<file path="config.mk">
export PLATFORM = sky130hd
export DESIGN_NAME = bts_fifo
export DESIGN_NICKNAME = d
export VERILOG_FILES = /design/src/design/bts_fifo.sv
export VERILOG_INCLUDE_DIRS = /design/src /design/src/design
export SDC_FILE = /design/constraint.sdc
export NUM_CORES = 1
export LEC_CHECK = 0
export ABC_AREA = 1
export ABC_CLOCK_PERIOD_IN_PS = 3900
export BUFFER_PORTS_ARGS = -buffer_cell sky130_fd_sc_hd__buf_2
export CAP_MARGIN = 20
export CORE_MARGIN = 4
export CORE_UTILIZATION = 30
export DETAILED_ROUTE_END_ITERATION = 10
export MAX_ROUTING_LAYER = met4
export PLACE_DENSITY_LB_ADDON = 0.12
export SLEW_MARGIN = 0
export SYNTH_ARGS = -nofsm -noshare
export SYNTH_HDL_FRONTEND = slang
export SYNTH_SLANG_ARGS = --single-unit
</file>
<file path="constraint.sdc">
create_clock -name clk -period 3.9 [get_ports clk]
set_input_delay 0.195 -clock clk [delete_from_list [all_inputs] [get_ports clk]]
set_output_delay 0.195 -clock clk [all_outputs]
set_load 0.02 [all_outputs]
</file>
<file path="src/design/assert_macros.svh">
// ---------------------------------------------------------------------------
// Assertion macros
// Shared concurrent assertion wrappers for the texture sampler RTL.
// ---------------------------------------------------------------------------
`ifndef ASSERT_MACROS_SVH
`define ASSERT_MACROS_SVH

`ifndef ASSERT_OFF
`define ASSERT_ALWAYS(label, clk, rst_n, expr, msg) \
    label: assert property (@(posedge clk) disable iff (!rst_n) (expr)) else $error(msg);
`define ASSERT_IMPLIES(label, clk, rst_n, ante, cons, msg) \
    label: assert property (@(posedge clk) disable iff (!rst_n) (ante) |-> (cons)) \
        else $error(msg);
`else
`define ASSERT_ALWAYS(label, clk, rst_n, expr, msg)
`define ASSERT_IMPLIES(label, clk, rst_n, ante, cons, msg)
`endif

`endif

</file>
<file path="src/design/bts_fifo.sv">
// ---------------------------------------------------------------------------
// bts_fifo
// Small register FIFO with power-of-two depth and show-ahead read.
// ---------------------------------------------------------------------------
`timescale 1ns / 1ps
`default_nettype none

`include "assert_macros.svh"

module bts_fifo #(
    parameter int WIDTH = 8,
    parameter int DEPTH = 8
) (
    input  wire logic             clk,
    input  wire logic             rst_n,
    input  wire logic             push,
    input  wire logic [WIDTH-1:0] push_data,
    output logic                  full,
    input  wire logic             pop,
    output logic      [WIDTH-1:0] pop_data,
    output logic                  not_empty
);
    localparam int PW = $clog2(DEPTH);
    localparam int CW = $clog2(DEPTH + 1);

    logic [WIDTH-1:0] slot_reg [DEPTH];
    logic [PW-1:0]    wr_ptr_reg, wr_ptr_next;
    logic [PW-1:0]    rd_ptr_reg, rd_ptr_next;
    logic [CW-1:0]    count_reg, count_next;

    assign full      = (count_reg == CW'(DEPTH));
    assign not_empty = (count_reg != '0);
    assign pop_data  = slot_reg[rd_ptr_reg];

    always_comb
    begin
        wr_ptr_next = push ? wr_ptr_reg + PW'(1) : wr_ptr_reg;
        rd_ptr_next = pop ? rd_ptr_reg + PW'(1) : rd_ptr_reg;
        count_next  = count_reg + CW'(push) - CW'(pop);
    end

    always_ff @(posedge clk or negedge rst_n)
    begin
        if (!rst_n)
        begin
            wr_ptr_reg <= '0;
            rd_ptr_reg <= '0;
            count_reg  <= '0;
        end
        else
        begin
            wr_ptr_reg <= wr_ptr_next;
            rd_ptr_reg <= rd_ptr_next;
            count_reg  <= count_next;
        end
    end

    always_ff @(posedge clk)
    begin
        if (push)
        begin
            slot_reg[wr_ptr_reg] <= push_data;
        end
    end

    `ASSERT_ALWAYS(a_no_overflow, clk, rst_n, !(push && full), "fifo push while full")
    `ASSERT_ALWAYS(a_no_underflow, clk, rst_n, !(pop && !not_empty), "fifo pop while empty")
    `ASSERT_IMPLIES(a_count_hold, clk, rst_n, !push && !pop, ##1 $stable(count_reg), "count moved")
endmodule

`default_nettype wire

</file>
; ---- After elaboration in Yosys (flattened, before gate mapping)
; Memory sizes are Yosys's and may differ from the RTL's.
; Cells that the tools add are included.
[op_classes]
n_eq_ne = 1
n_reduce_logical = 1
n_addsub = 4
muxes = 2
[ops]
columns = op, count
row1 = $add A3 B1 Y3 const B, 2
row2 = $add A4 B1 Y4, 1
row3 = $eq A4 B4 Y1 const B, 1
row4 = $reduce_bool A4 Y1, 1
row5 = $sub A4 B1 Y4, 1
row6 = $mux W1, 2
[word_totals]
ramBits = 64
n_memories = 1
reg_bits = 10
[mem_list]
columns = memory, words, word_bits, rd, rd_clocked_by_memory_dff, write_ports, line
row1 = slot_reg, 8, 8, 1, 0, 1, bts_fifo.sv:26  ; logic [WIDTH-1:0] slot_reg [DEPTH];

; ---- Logic depth before layout (Yosys ltp)
[depth]
depth_word = 2
mapped_depth = 8

; ---- Worst setup path before layout
; No wires, ideal clock.
[synth_path]
path_type = register -> register
startpoint = register count_reg[0]
endpoint = register count_reg[2]
stages_incl_launch_ff = 8
setup_ps = 123
path_buffers = 0
arrival_time_ps = 1356
synth_period_minus_slack_ps = 1479
slack_ps = 2421
cell_sequence = dfrtp_1 -> inv_1 -> ha_1 -> inv_1 -> ha_1 -> inv_1 -> fa_1 -> xnor2_1
[synth_between]
elab_chain_cells = 2
[synth_rtl]
columns = item, line
row1 = "start, declared", bts_fifo.sv:29  ; logic [CW-1:0] count_reg, count_next;
row2 = "start signal, assigned", bts_fifo.sv:54  ; count_reg <= count_next;
row3 = $add A4 B1 Y4, bts_fifo.sv:39  ; count_next = count_reg + CW'(push) - CW'(pop);
row4 = $sub A4 B1 Y4, bts_fifo.sv:39
row5 = net count_next[2], bts_fifo.sv:29
; The timed path passes the listed nets, and every way through them passes these cells.
; A chain may end at the register's enable or synchronous reset.

; ---- Final worst setup path
[layout_path]
startpoint = register rd_ptr_reg[0]
endpoint = output pop_data[3]
[layout_between]
elab_chain_cells = 1
[layout_rtl]
columns = item, line
row1 = "start, declared", bts_fifo.sv:28  ; logic [PW-1:0] rd_ptr_reg, rd_ptr_next;
row2 = "start signal, assigned", bts_fifo.sv:53  ; rd_ptr_reg <= rd_ptr_next;
row3 = $mem_v2 Z8 W8, --
row4 = "end, declared", bts_fifo.sv:20  ; output logic [WIDTH-1:0] pop_data,
; Every way passes these cells.

==> results_dict.tcl <==
set metrics [dict create \
    fmax_mhz 463 \
    grt_start_max_net_pins 33 \
    finalMaxSlewViolations 0 \
    drtPass1Iterations 4 \
    drc_errors 0 \
    fp.dieW_um 115 \
    status "finished, final reports clean" \
    required_ns 3.70 \
    post_drt_wl_per_cell_um 13.9 \
    numCtsBuffers 9 \
    antenna_found_initial 0 \
    grt_first_pass_wirelength_mm 11.4 \
    path_clk_slew_ns 0.05 \
    synth_fp_nets 364 \
    start_util_pct 31.1 \
    antenna_cells 0 \
    drive_gt1_share_pct 13.1 \
    max_cap_violations 0 \
    crit_path_max_fanout 32 \
    hold_slack_ns 0.116 \
    vias 2151 \
    area_delta_synth_final_pct 14.0 \
    core.rowCount 38 \
    worstPathArrival_ns 1.97 \
    rsz0062_at_grt "false" \
    hp-class "in -> reg" \
    maxSlewHeadroom_pct 35.2 \
    netlist_area_sq_um 3430 \
    clk_latency_ns 0.32 \
    worstMarginPinSlew_ns 0.968 \
    power.leakage_nw 1.84 \
    ant_nets 0 \
    largest_reg_flops 64 \
    numPortBuffers 21 \
    core_region_area_sq_um 11000 \
    startpoint_type "flip-flop" \
    cts_sinks 74 \
    ys_ff_latch 74 \
    hold_viol 0 \
    worstSetupPathType "reg -> out" \
    synth.avg_cell_area_sq_um 10.0 \
    grt_overflow 0 \
    die-area_sq_um 13200 \
    fin_skew_ns 0.00595 \
    post_cts_buffers 0 \
    vias_per_cell 4.18 \
    fin_crit_sh_pct 55.4 \
    dieHeight_um 115 \
    syn_inst 343 \
    drt_iter0_markers 79 \
    io_pins 22 \
    peakVddDrop_v 0.000273 \
    cts_resized 0 \
    nets 390 \
    grt_usage_pct 12.2 \
    layout_min_cycle_time_ns 2.16 \
    fin_setup_tns_ns 0 \
    wl_mm 7.12 \
    seq_area_frac_synth_pct 63.2 \
    p_per_area_nw_per_um2 712 \
    netlist-cell-type-count 20 \
    grt_pass1_vias 2084 \
    h-tree-depth 3 \
    dpl.hpwl_mm 4.40 \
    clockRootBuffer "clkbuf_16" \
    finalSetupViolCount 0 \
    end_kind "primary output" \
    yosys_warnings 0 \
    clockBufferDepth 2 \
    cts_tree "yes" \
    gp_congestion 0.773 \
    power_w 0.00279 \
]
critical path: stages, from the launching register on:
cell and delay [ns]:
dfrtp_1 0.71, inv_4 0.31, nand2_1 0.13, nand3_1 0.07, nand2_1 0.10, nand2_1 0.05, nand2_1 0.10, buf_2 0.17
synth_stat cells:
master,n,area [sq um]
or2_2,1,6.26
buf_6,4,45.0
o21ai_0,2,10.0
nand2_2,10,62.6
xor2_1,4,35.0
inv_1,79,297
nor3b_1,1,7.51
buf_2,2,10.0
edfxtp_1,64,1920
nand2_1,106,398
buf_8,1,15.0
nor2_1,8,30.0
dfrtp_1,10,250
nand3_1,34,170
xnor2_1,1,8.76
a21oi_1,1,5.00
inv_4,2,12.5
ha_1,8,100
fa_1,1,20.0
buf_4,4,30.0
placed cells by master, fill, tap and decap left out, drive strengths merged:
master         n
nand2        116
inv           81
edfxtp        64
nand3         34
buf           25
clkbuf        11
dfrtp         10
nor2           8
ha             8
clkinv         5
xor2           4
o21ai          2
xnor2          1
a21oi          1
or2            1
nor3b          1
fa             1
dlygate4sd3    1
path summary, 6_finish.rpt:
| kind | from | endpoint | slack (ns) | cells after the start |
|---|---|---|---|---|
| setup / recovery | rd_ptr_reg[0] | pop_data[3] | 1.74 | 7 |
| hold / removal | pop | rd_ptr_reg[0] | 0.12 | 2 |
| setup reg to reg | wr_ptr_reg[0] | slot_reg[6][3] | 2.02 | 2 |
| hold reg to reg | wr_ptr_reg[0] | wr_ptr_reg[0] | 0.54 | 2 |
| max in group asynchronous | rst_n | rd_ptr_reg[0] | 3.43 | 2 |
| min in group asynchronous | rst_n | wr_ptr_reg[2] | 0.27 | 2 |
per-layer routing:
metal	part of all wire [%]	vias up	global-route usage [%]
met5	0	-	-
met4	1.8	0	5.79
met3	3.6	11	2.53
met2	46	39	18.5
met1	49	992	15.5
li1	-	1109	-
cells by family (layout without fill, tap and decap cells):
kind of cell	Yosys count	in the layout	synth area share (%)
AOI/OAI and AO/OA	3	3	0.437
xor gates and xnor gates	5	5	1.27
adders and majority gates	9	9	3.50
buffers and inverters	92	123	11.9
DFF	74	74	63.2
and+or+nand+nor	160	160	19.6
what timing repair did:
item                                    4_1_cts  5_1_grt
hold buffers                                  1        0
endpoints found under the hold margin        10        0
endpoints found under the setup margin        0        0
through the flow:
step	utilization, %	instance area, sq um	std cells	worst slack [ns]
finish	35.5	3920	514	1.74
global route	35.5	3920	514	1.52
CTS	35.3	3890	512	1.69
detailed placement	32.9	3630	495	2.01
global placement	32.9	3630	495	1.98
floorplan	-	3430	343	2.42
layout make-up:
cell class / count / area (sq um)
fillers: 1128 / 7110
flip-flops and latches: 74 / 2170
multi-input cells: 177 / 853
inverters: 81 / 309
clock buffers: 11 / 233
well taps: 140 / 175
repair buffers: 26 / 153
clock inverters: 5 / 21.3
power breakdown:
part	total, W	switching (W)	internal, W
logic	0.000960	0.000635	0.000325
clock network	0.000709	0.000287	0.000422
registers	0.00112	0.000131	0.000987
Note: power is estimated with default switching activity, not from simulation.
