===== config.mk =====
export PLATFORM = sky130hd
export DESIGN_NAME = bts_front_flat
export DESIGN_NICKNAME = d
export VERILOG_FILES = /design/src/design/assert_macros.svh /design/src/design/bts_pkg.sv /design/src/design/bts_in_if.sv /design/src/design/bts_front.sv /design/src/flat_wrapper.sv
export SDC_FILE = /design/constraint.sdc
export NUM_CORES = 1
export LEC_CHECK = 0
export ABC_AREA = 1
export BUFFER_PORTS_ARGS = -buffer_cell sky130_fd_sc_hd__buf_2
export CAP_MARGIN = 0
export CORE_ASPECT_RATIO = 0.9
export CORE_MARGIN = 4
export CORE_UTILIZATION = 28
export CTS_BUF_LIST = sky130_fd_sc_hd__clkbuf_4 sky130_fd_sc_hd__clkbuf_8
export CTS_CLUSTER_SIZE = 12
export DETAILED_ROUTE_END_ITERATION = 10
export RECOVER_POWER = 100
export SYNTH_ARGS = -nofsm -noshare
export SYNTH_HDL_FRONTEND = slang
export SYNTH_SLANG_ARGS = --single-unit

===== constraint.sdc =====
create_clock -name clk -period 9.6 [get_ports clk]
set_clock_uncertainty 0.15 [all_clocks]
set_input_delay 0.48 -clock clk [delete_from_list [all_inputs] [get_ports clk]]
set_output_delay 0.48 -clock clk [all_outputs]
set_load 0.05 [all_outputs]

===== src/design/assert_macros.svh =====
// ---------------------------------------------------------------------------
// Assertion macros
// Shared concurrent assertion wrappers for the texture sampler RTL.
// ---------------------------------------------------------------------------
`ifndef ASSERT_MACROS_SVH
`define ASSERT_MACROS_SVH

`ifndef ASSERT_OFF
`define ASSERT_ALWAYS(label, clk, rst_n, expr, msg) \
    label: assert property (@(posedge clk) disable iff (!rst_n) (expr)) else $error(msg);
`define ASSERT_IMPLIES(label, clk, rst_n, ante, cons, msg) \
    label: assert property (@(posedge clk) disable iff (!rst_n) (ante) |-> (cons)) \
        else $error(msg);
`else
`define ASSERT_ALWAYS(label, clk, rst_n, expr, msg)
`define ASSERT_IMPLIES(label, clk, rst_n, ante, cons, msg)
`endif

`endif


===== src/design/bts_pkg.sv =====
// ---------------------------------------------------------------------------
// bts_pkg
// Types, constants and helpers shared by the bilinear texture sampler.
// ---------------------------------------------------------------------------
`timescale 1ns / 1ps
`default_nettype none

package bts_pkg;

    localparam int ADDR_W          = 16;
    localparam int STORE_DEPTH     = 65536;
    localparam int CH_W            = 8;
    localparam int TEXEL_W         = 3 * CH_W;
    localparam int COORD_W         = 16;
    localparam int FRAC_W          = 15;
    localparam int SIZE_REG_W      = 9;
    localparam int CFG_IDX_W       = 8;
    localparam int DEF_MAX_WIDTH   = 256;
    localparam int DEF_MAX_HEIGHT  = 256;
    localparam int DEF_WEIGHT_BITS = 8;
    localparam int QUEUE_DEPTH     = 8;
    localparam int OUT_DEPTH       = 4;

    localparam logic [COORD_W-1:0]    COORD_ONE    = 16'h8000;
    localparam logic [SIZE_REG_W-1:0] SIZE_RESET   = 9'd256;

    localparam logic [CFG_IDX_W-1:0] REG_TEX_WIDTH  = 8'd0;
    localparam logic [CFG_IDX_W-1:0] REG_TEX_HEIGHT = 8'd1;

    typedef enum logic {
        KIND_WRITE  = 1'b0,
        KIND_SAMPLE = 1'b1
    } kind_t;

    function automatic int cmd_width(input int wb);
        return 1 + 4 * ADDR_W + TEXEL_W + 2 * wb;
    endfunction

endpackage

`default_nettype wire


===== src/design/bts_in_if.sv =====
// ---------------------------------------------------------------------------
// bts_in_if
// Input channel: texel writes and sample requests.
// ---------------------------------------------------------------------------
`timescale 1ns / 1ps
`default_nettype none

interface bts_in_if;
    import bts_pkg::*;

    logic                valid;
    logic                ready;
    logic                kind;
    logic [ADDR_W-1:0]   texel_addr;
    logic [CH_W-1:0]     texel_red;
    logic [CH_W-1:0]     texel_green;
    logic [CH_W-1:0]     texel_blue;
    logic [COORD_W-1:0]  coord_u;
    logic [COORD_W-1:0]  coord_v;

    modport source (
        output valid, kind, texel_addr, texel_red, texel_green, texel_blue,
               coord_u, coord_v,
        input  ready
    );
    modport sink (
        input  valid, kind, texel_addr, texel_red, texel_green, texel_blue,
               coord_u, coord_v,
        output ready
    );
endinterface

`default_nettype wire


===== src/design/bts_front.sv =====
// ---------------------------------------------------------------------------
// bts_front
// Accepts transactions, scales coordinates and forms the texel addresses.
// ---------------------------------------------------------------------------
`timescale 1ns / 1ps
`default_nettype none

module bts_front #(
    parameter int MAX_WIDTH   = 256,
    parameter int MAX_HEIGHT  = 256,
    parameter int WEIGHT_BITS = 8
) (
    input  wire logic                                      clk,
    input  wire logic                                      rst_n,
    bts_in_if.sink                                         in_ch,
    input  wire logic [$clog2(MAX_WIDTH+1)-1:0]            wdt,
    input  wire logic [$clog2(MAX_HEIGHT+1)-1:0]           hgt,
    output logic                                           cmd_push,
    output logic [bts_pkg::cmd_width(WEIGHT_BITS)-1:0]     cmd_data,
    input  wire logic                                      cmd_pop
);
    import bts_pkg::*;

    localparam int EW  = $clog2(MAX_WIDTH);
    localparam int EH  = $clog2(MAX_HEIGHT);
    localparam int EWS = $clog2(MAX_WIDTH + 1);
    localparam int PWU = COORD_W + EW;
    localparam int PWV = COORD_W + EH;
    localparam int RW  = EH + EWS;
    localparam int WB  = WEIGHT_BITS;
    localparam int QCW = $clog2(QUEUE_DEPTH + 1);

    logic [QCW-1:0]     credit_reg, credit_next;
    logic               accept;

    logic               v1_reg;
    logic               kind1_reg;
    logic [ADDR_W-1:0]  addr1_reg;
    logic [TEXEL_W-1:0] texel1_reg;
    logic [PWU-1:0]     pu1_reg;
    logic [PWV-1:0]     pv1_reg;

    logic [COORD_W-1:0] cu, cv;
    logic [EW-1:0]      wm1;
    logic [EH-1:0]      hm1;

    logic [EW-1:0]      x0, x1;
    logic [EH-1:0]      y0, y1;
    logic [FRAC_W-1:0]  fu, fv;
    logic [RW-1:0]      rp0, rp1;

    logic               v2_reg;
    logic               kind2_reg;
    logic [ADDR_W-1:0]  addr2_reg;
    logic [TEXEL_W-1:0] texel2_reg;
    logic [EW-1:0]      x0_reg, x1_reg;
    logic [ADDR_W-1:0]  r0_reg, r1_reg;
    logic [WB-1:0]      s_reg, t_reg;

    logic [ADDR_W-1:0]  a0, a1, a2, a3;

    assign accept       = in_ch.valid && in_ch.ready;
    assign in_ch.ready  = (credit_reg < QCW'(QUEUE_DEPTH));
    assign credit_next  = credit_reg + QCW'(accept) - QCW'(cmd_pop);

    always_comb
    begin
        cu  = (in_ch.coord_u > COORD_ONE) ? COORD_ONE : in_ch.coord_u;
        cv  = (in_ch.coord_v > COORD_ONE) ? COORD_ONE : in_ch.coord_v;
        wm1 = EW'(wdt - EWS'(1));
        hm1 = EH'(hgt - ($bits(hgt))'(1));
    end

    always_comb
    begin
        x0  = pu1_reg[FRAC_W +: EW];
        y0  = pv1_reg[FRAC_W +: EH];
        fu  = pu1_reg[FRAC_W-1:0];
        fv  = pv1_reg[FRAC_W-1:0];
        x1  = x0 + EW'(fu != '0);
        y1  = y0 + EH'(fv != '0);
        rp0 = RW'(y0) * RW'(wdt);
        rp1 = RW'(y1) * RW'(wdt);
    end

    always_ff @(posedge clk or negedge rst_n)
    begin
        if (!rst_n)
        begin
            credit_reg <= '0;
            v1_reg     <= 1'b0;
            v2_reg     <= 1'b0;
        end
        else
        begin
            credit_reg <= credit_next;
            v1_reg     <= accept;
            v2_reg     <= v1_reg;
        end
    end

    always_ff @(posedge clk)
    begin
        kind1_reg  <= in_ch.kind;
        addr1_reg  <= in_ch.texel_addr;
        texel1_reg <= {in_ch.texel_red, in_ch.texel_green, in_ch.texel_blue};
        pu1_reg    <= PWU'(cu) * PWU'(wm1);
        pv1_reg    <= PWV'(cv) * PWV'(hm1);

        kind2_reg  <= kind1_reg;
        addr2_reg  <= addr1_reg;
        texel2_reg <= texel1_reg;
        x0_reg     <= x0;
        x1_reg     <= x1;
        r0_reg     <= ADDR_W'(rp0);
        r1_reg     <= ADDR_W'(rp1);
        s_reg      <= fu[FRAC_W-1 -: WB];
        t_reg      <= fv[FRAC_W-1 -: WB];
    end

    always_comb
    begin
        a0 = r0_reg + ADDR_W'(x0_reg);
        a1 = r0_reg + ADDR_W'(x1_reg);
        a2 = r1_reg + ADDR_W'(x0_reg);
        a3 = r1_reg + ADDR_W'(x1_reg);
        if (kind2_reg == KIND_WRITE)
        begin
            a0 = addr2_reg;
        end
    end

    assign cmd_push = v2_reg;
    assign cmd_data = {kind2_reg, a0, a1, a2, a3, texel2_reg, s_reg, t_reg};
endmodule

`default_nettype wire


===== src/flat_wrapper.sv =====
// flat-port wrapper written by rule: the top's interface ports become plain ports
module bts_front_flat import bts_pkg::*;
#(
    parameter int MAX_WIDTH   = 256,
    parameter int MAX_HEIGHT  = 256,
    parameter int WEIGHT_BITS = 8
)
  (clk, rst_n, wdt, hgt, cmd_push, cmd_data, cmd_pop, in_ch_valid, in_ch_kind, in_ch_texel_addr, in_ch_texel_red, in_ch_texel_green, in_ch_texel_blue, in_ch_coord_u, in_ch_coord_v, in_ch_ready);
  bts_in_if in_ch_i ();
  input  wire logic clk;
  input  wire logic rst_n;
  input  wire logic [$clog2(MAX_WIDTH+1)-1:0] wdt;
  input  wire logic [$clog2(MAX_HEIGHT+1)-1:0] hgt;
  output logic cmd_push;
  output logic [bts_pkg::cmd_width(WEIGHT_BITS)-1:0] cmd_data;
  input  wire logic cmd_pop;
  input wire logic [$bits(in_ch_i.valid)-1:0] in_ch_valid;
  input wire logic [$bits(in_ch_i.kind)-1:0] in_ch_kind;
  input wire logic [$bits(in_ch_i.texel_addr)-1:0] in_ch_texel_addr;
  input wire logic [$bits(in_ch_i.texel_red)-1:0] in_ch_texel_red;
  input wire logic [$bits(in_ch_i.texel_green)-1:0] in_ch_texel_green;
  input wire logic [$bits(in_ch_i.texel_blue)-1:0] in_ch_texel_blue;
  input wire logic [$bits(in_ch_i.coord_u)-1:0] in_ch_coord_u;
  input wire logic [$bits(in_ch_i.coord_v)-1:0] in_ch_coord_v;
  output wire logic [$bits(in_ch_i.ready)-1:0] in_ch_ready;
  assign in_ch_i.valid = in_ch_valid;
  assign in_ch_i.kind = in_ch_kind;
  assign in_ch_i.texel_addr = in_ch_texel_addr;
  assign in_ch_i.texel_red = in_ch_texel_red;
  assign in_ch_i.texel_green = in_ch_texel_green;
  assign in_ch_i.texel_blue = in_ch_texel_blue;
  assign in_ch_i.coord_u = in_ch_coord_u;
  assign in_ch_i.coord_v = in_ch_coord_v;
  assign in_ch_ready = in_ch_i.ready;
  bts_front #(.MAX_WIDTH(MAX_WIDTH), .MAX_HEIGHT(MAX_HEIGHT), .WEIGHT_BITS(WEIGHT_BITS)) u_core (.clk(clk), .rst_n(rst_n), .in_ch(in_ch_i), .wdt(wdt), .hgt(hgt), .cmd_push(cmd_push), .cmd_data(cmd_data), .cmd_pop(cmd_pop));
endmodule

# Word level (Yosys, flattened, before mapping)

Index checks and enable logic that the tools add are counted.
Widths: inputs -> output; s select.

ROM bits: 0
Memories kept: 0
Memory bits (writable): 0
Register bits: 198
Bits in latches: 0

Div/mod/pow operators: 0
Multiply operators: 4
Multiplexer cells: 3
Magnitude comparators: 3
Bitwise operators: 0
Shift-type cells: 0
Add/sub/neg operators: 10
Reduce and logical (&&, ||, !) cells: 3
Equal/unequal tests: 0

Operators with widths:

| operator             | count |
|---|---|
| $add 16x8->16        | 4 |
| $mux 16              | 3 |
| $mul 16x8->23        | 2 |
| $gt 16x16->1 const B | 2 |
| $mul 8x9->16         | 2 |
| $reduce_bool 15->1   | 2 |
| $add 8x1->8          | 2 |
| $sub 8x1->8 const B  | 2 |
| $add 4x1->4          | 1 |
| $lt 4x4->1 const B   | 1 |
| $sub 4x1->4          | 1 |
| $logic_and 1x1->1    | 1 |

# Logic depth before layout (Yosys ltp)

Word-level depth: 4
Mapped depth: 29
Depth with buffers taken out: 27

# Least setup slack after synthesis

No wires, ideal clock.

Kind: in2reg
Start: input port hgt[0]
End: register u_core.pv1_reg[22]
Buffers on the path: 2
Setup time: 113 ps
Cell stages on the path: 22
Slack: 4570 ps
Arrival: 4767 ps
Path through: buf_2 inv_1 ha_1 xnor2_1 clkbuf_1 nor2_1 fa_1 fa_1 fa_1 inv_1 fa_1 inv_1 ha_1 nand2_1 nor2_1 nand3_1 nor2_1 nand2_1 nand3_1 inv_1 nand2_1 nand2_1

Longest elaborated chain between the ends: 2

Ends and longest elaborated chain:

| item                 | RTL line           | source |
|---|---|---|
| from (decl)          | flat_wrapper.sv:13 | `input wire logic [$clog2(MAX_HEIGHT+1)-1:0] hgt;` |
| $sub 8x1->8          | bts_front.sv:71    | `hm1 = EH'(hgt - ($bits(hgt))'(1));` |
| $mul 16x8->23        | bts_front.sv:108   | `pv1_reg <= PWV'(cv) * PWV'(hm1);` |
| to (signal assigned) | bts_front.sv:108   |  |
| to (decl)            | bts_front.sv:41    | `logic [PWV-1:0] pv1_reg;` |

No other way between the ends.

# Final worst setup path

Start: input port wdt[0]
End: register u_core.pu1_reg[22]

Longest elaborated chain between the ends: 2

Ends and longest elaborated chain:

| item                 | RTL line           | source |
|---|---|---|
| from (decl)          | flat_wrapper.sv:12 | `input wire logic [$clog2(MAX_WIDTH+1)-1:0] wdt;` |
| $sub 8x1->8          | bts_front.sv:70    | `wm1 = EW'(wdt - EWS'(1));` |
| $mul 16x8->23        | bts_front.sv:107   | `pu1_reg <= PWU'(cu) * PWU'(wm1);` |
| to (signal assigned) | bts_front.sv:107   |  |
| to (decl)            | bts_front.sv:40    | `logic [PWU-1:0] pu1_reg;` |

No other way between the ends.

==> qor.txt <==
==================================================================================
Outcome                                                               complete, but fails checks
Violated checks                                                       capacitance limit, slew limit
Final hold violation count                                                       0
Net count, final                                                             3,403
Signal arrival time at the worst endpoint                                  7560 ps
# port buffers                                                                 200
Reported max-cap violation count                                                 3
Layout cell share with drive strength beyond 1                              5.049%
Mean routed wirelength per cell                                           13.62 um
Initial antenna violation count                                                 10
Highest-count cells in the layout ignoring fill and taps              557 x sky130_fd_sc_hd__inv_1, 546 x sky130_fd_sc_hd__nand2_1, 375 x sky130_fd_sc_hd__nor2_1
Clk sinks                                                                      198
Total routed wirelength                                                  52,160 um
Placer's final routability congestion estimate                              0.8732
Area of the die                                                         76,420 um2
Most common library cell in the layout ignoring fill and taps         sky130_fd_sc_hd__inv_1
Chip width                                                                290.9 um
DRC violation total after the first TritonRoute iteration                      912
Core region area                                                        71,450 um2
Number of global-route vias before repair                                   16,951
Number of vias after detailed routing                                       16,750
Achievable clock frequency                                               137.3 MHz
Global router's overall resource usage                                      13.90%
Area growth from synthesis to final layout                                  13.90%
Critical Path Fanout Max                                                        29
Row Count                                                                       93
Nature of the critical path endpoint                                          flop
Netlist area before placement                                           20,170 um2
Count of mapped cells out of synthesis                                       2,637
Mean instance size in the synthesized netlist                            7.650 um2
H-tree depth reported by CTS                                                     4
Part of the Yosys area used for sequential elements                         19.80%
Clock Root Buffer                                                     sky130_fd_sc_hd__clkbuf_8
Synth warn                                                                       0
Top cells by area in the synthesized netlist                          sky130_fd_sc_hd__fa_1 25%, sky130_fd_sc_hd__dfxtp_1 19%, sky130_fd_sc_hd__ha_1 12%, sky130_fd_sc_hd__inv_1 10%, sky130_fd_sc_hd__nand2_1 10%
Insertion delay of the later-clocked pin in the worst-skew pair             530 ps
Max_slew headroom                                                          -15.01%
Flip-flop and latch count after synthesis                                      198
Setup repair after global routing missed its margin                          false
Die Span Y                                                                262.7 um
Number of resized instances in the post-cts repair step                          0
Setup TNS Final                                                               0 ps
Initial cell density of the core                                            28.24%
Critical Path Start Type                                                input port
Total I/O pin count                                                            202
Most used flip-flop cell after synthesis                              sky130_fd_sc_hd__dfxtp_1
Filler cell count in the final layout                                        7,716
Pin slew with the least headroom to its limit                              1713 ps
Number of iterations in the first detailed-routing pass                          5
Total gr overflow                                                                0
Hold Path Class                                                        in -> async
Final critical path time including I/O delays and setup                    7281 ps
Via count normalized by instance count                                       4.375
Register clock-pin slew on the reported worst setup and hold paths          120 ps
Area share of the largest cell type after synthesis                         25.11%
Final Cycle Share                                                           75.84%
Final slew viol count                                                           63
Remaining number of nets flagged by the antenna check after routing              0
Max clock buf depth                                                              2
Number of library cell types mapped by synthesis                                37
DRC viols                                                                        0
Synth area leader                                                     sky130_fd_sc_hd__fa_1
Data required time of the critical path                                    9880 ps
First-pass GRT wire length                                               87,130 um
TritonCTS clock tree                                                          done
Clock buffer count from CTS                                                     17
Number of flops mapped to enable cells by yosys                                  0
Largest net degree at the start of global routing                               30
Share of synthesized registers carrying an async set or reset               3.030%
Final setup viols                                                                0
Synth Net Count                                                              3,181
HPWL Detailed                                                            43,460 um
Worst setup path class                                                   in -> reg
==================================================================================
## cell usage after synthesis (5+ instances only)
cell                         n
sky130_fd_sc_hd__a21o_1      7
sky130_fd_sc_hd__a21oi_1    75
sky130_fd_sc_hd__a31oi_1     5
sky130_fd_sc_hd__buf_2      13
sky130_fd_sc_hd__clkbuf_1   25
sky130_fd_sc_hd__dfrtp_1     6
sky130_fd_sc_hd__dfxtp_1   192
sky130_fd_sc_hd__fa_1      253
sky130_fd_sc_hd__ha_1      196
sky130_fd_sc_hd__inv_1     556
sky130_fd_sc_hd__nand2_1   544
sky130_fd_sc_hd__nand2_2    10
sky130_fd_sc_hd__nand3_1   126
sky130_fd_sc_hd__nand3b_1    6
sky130_fd_sc_hd__nand4_1    30
sky130_fd_sc_hd__nor2_1    375
sky130_fd_sc_hd__nor3_1     16
sky130_fd_sc_hd__nor4_1      7
sky130_fd_sc_hd__o21ai_0    41
sky130_fd_sc_hd__o21bai_1   10
sky130_fd_sc_hd__or2_2       7
sky130_fd_sc_hd__xnor2_1    35
sky130_fd_sc_hd__xor2_1     72
## stage by stage
| step | setup slack [ps] | hold slack [ps] | std cells | util [%] | area [um2] |
|---|---|---|---|---|---|
| after floorplan | 4570 | 34.41 | 2637 | - | 20170 |
| after global placement | 3382 | 159.6 | 3747 | 31.10 | 22220 |
| after detailed placement | 3357 | 159.4 | 3747 | 31.10 | 22220 |
| after CTS | 3706 | 82.38 | 3822 | 32.37 | 23120 |
| after global routing | 1751 | 165.1 | 3825 | 32.15 | 22970 |
| final | 2319 | 185.8 | 3829 | 32.16 | 22980 |
## worst paths after layout
kind	depth (start not counted)	slack (ps)	end	startpoint
max	24	2320	u_core.pu1_reg[22]$_DFF_P_	wdt[0]
min	2	190	u_core.v1_reg$_DFF_PN0_	rst_n
max reg2reg	23	3790	u_core.r1_reg[15]$_DFF_P_	u_core.pv1_reg[10]$_DFF_P_
min reg2reg	0	190	u_core.addr2_reg[13]$_DFF_P_	u_core.addr1_reg[13]$_DFF_P_
max in group asynchronous	2	8870	u_core.cmd_push$_DFF_PN0_	rst_n
min in group clk	0	190	u_core.addr2_reg[13]$_DFF_P_	u_core.addr1_reg[13]$_DFF_P_
## kinds of logic after synthesis
kind of cell / count (synthesis) / synth area share (%)
and+or+nand+nor: 1127 / 22.71
DFF: 198 / 19.80
AOI/OAI and AO/OA: 150 / 4.124
adders and majority gates: 449 / 37.26
buffers and inverters: 606 / 11.47
xor gates and xnor gates: 107 / 4.645
## routing by layer
metal  global-route usage (%)  vias up  share of wire, %
li1                         -     8392                 -
met1                    18.93     7860                47
met2                    22.42      434                45
met3                    3.152       58               6.4
met4                    3.425        6               1.4
met5                        0        -             0.079
## layout make-up
class | count | area (um2) | share of cell area, %
multi-input combinational | 1833 | 13870 | 60.36
sequential | 198 | 3994 | 17.38
inverter | 560 | 2102 | 9.147
timing repair buffer | 249 | 1334 | 5.804
tap | 950 | 1189 | 5.173
clock inverter | 15 | 240.2 | 1.045
clock buffer | 17 | 234.0 | 1.018
antenna | 7 | 17.52 | 0.07623
## repair_timing
| item | CTS | global route |
|---|---|---|
| buffers inserted | 0 | 0 |
| endpoints found under the hold margin | 48 | 0 |
| hold buffers | 43 | 0 |
## worst max-delay path: stages
cell	delay [ps]
sky130_fd_sc_hd__buf_2	80
sky130_fd_sc_hd__clkbuf_1	1190
sky130_fd_sc_hd__inv_2	380
sky130_fd_sc_hd__ha_1	380
sky130_fd_sc_hd__xnor2_1	1300
sky130_fd_sc_hd__inv_1	180
sky130_fd_sc_hd__nand2_1	170
sky130_fd_sc_hd__fa_1	450
sky130_fd_sc_hd__fa_1	550
sky130_fd_sc_hd__inv_1	50
sky130_fd_sc_hd__fa_1	470
sky130_fd_sc_hd__inv_1	60
sky130_fd_sc_hd__fa_1	490
sky130_fd_sc_hd__inv_1	50
sky130_fd_sc_hd__ha_1	370
sky130_fd_sc_hd__nand2_1	120
sky130_fd_sc_hd__nor2_1	150
sky130_fd_sc_hd__inv_1	70
sky130_fd_sc_hd__nor3_1	190
sky130_fd_sc_hd__nand3_1	130
sky130_fd_sc_hd__inv_1	70
sky130_fd_sc_hd__nor2_1	40
sky130_fd_sc_hd__nand2_1	50
sky130_fd_sc_hd__nand2_1	50
Power is not shown: default switching activity piles up to over one toggle a cycle in this logic, so the estimate is an artifact.
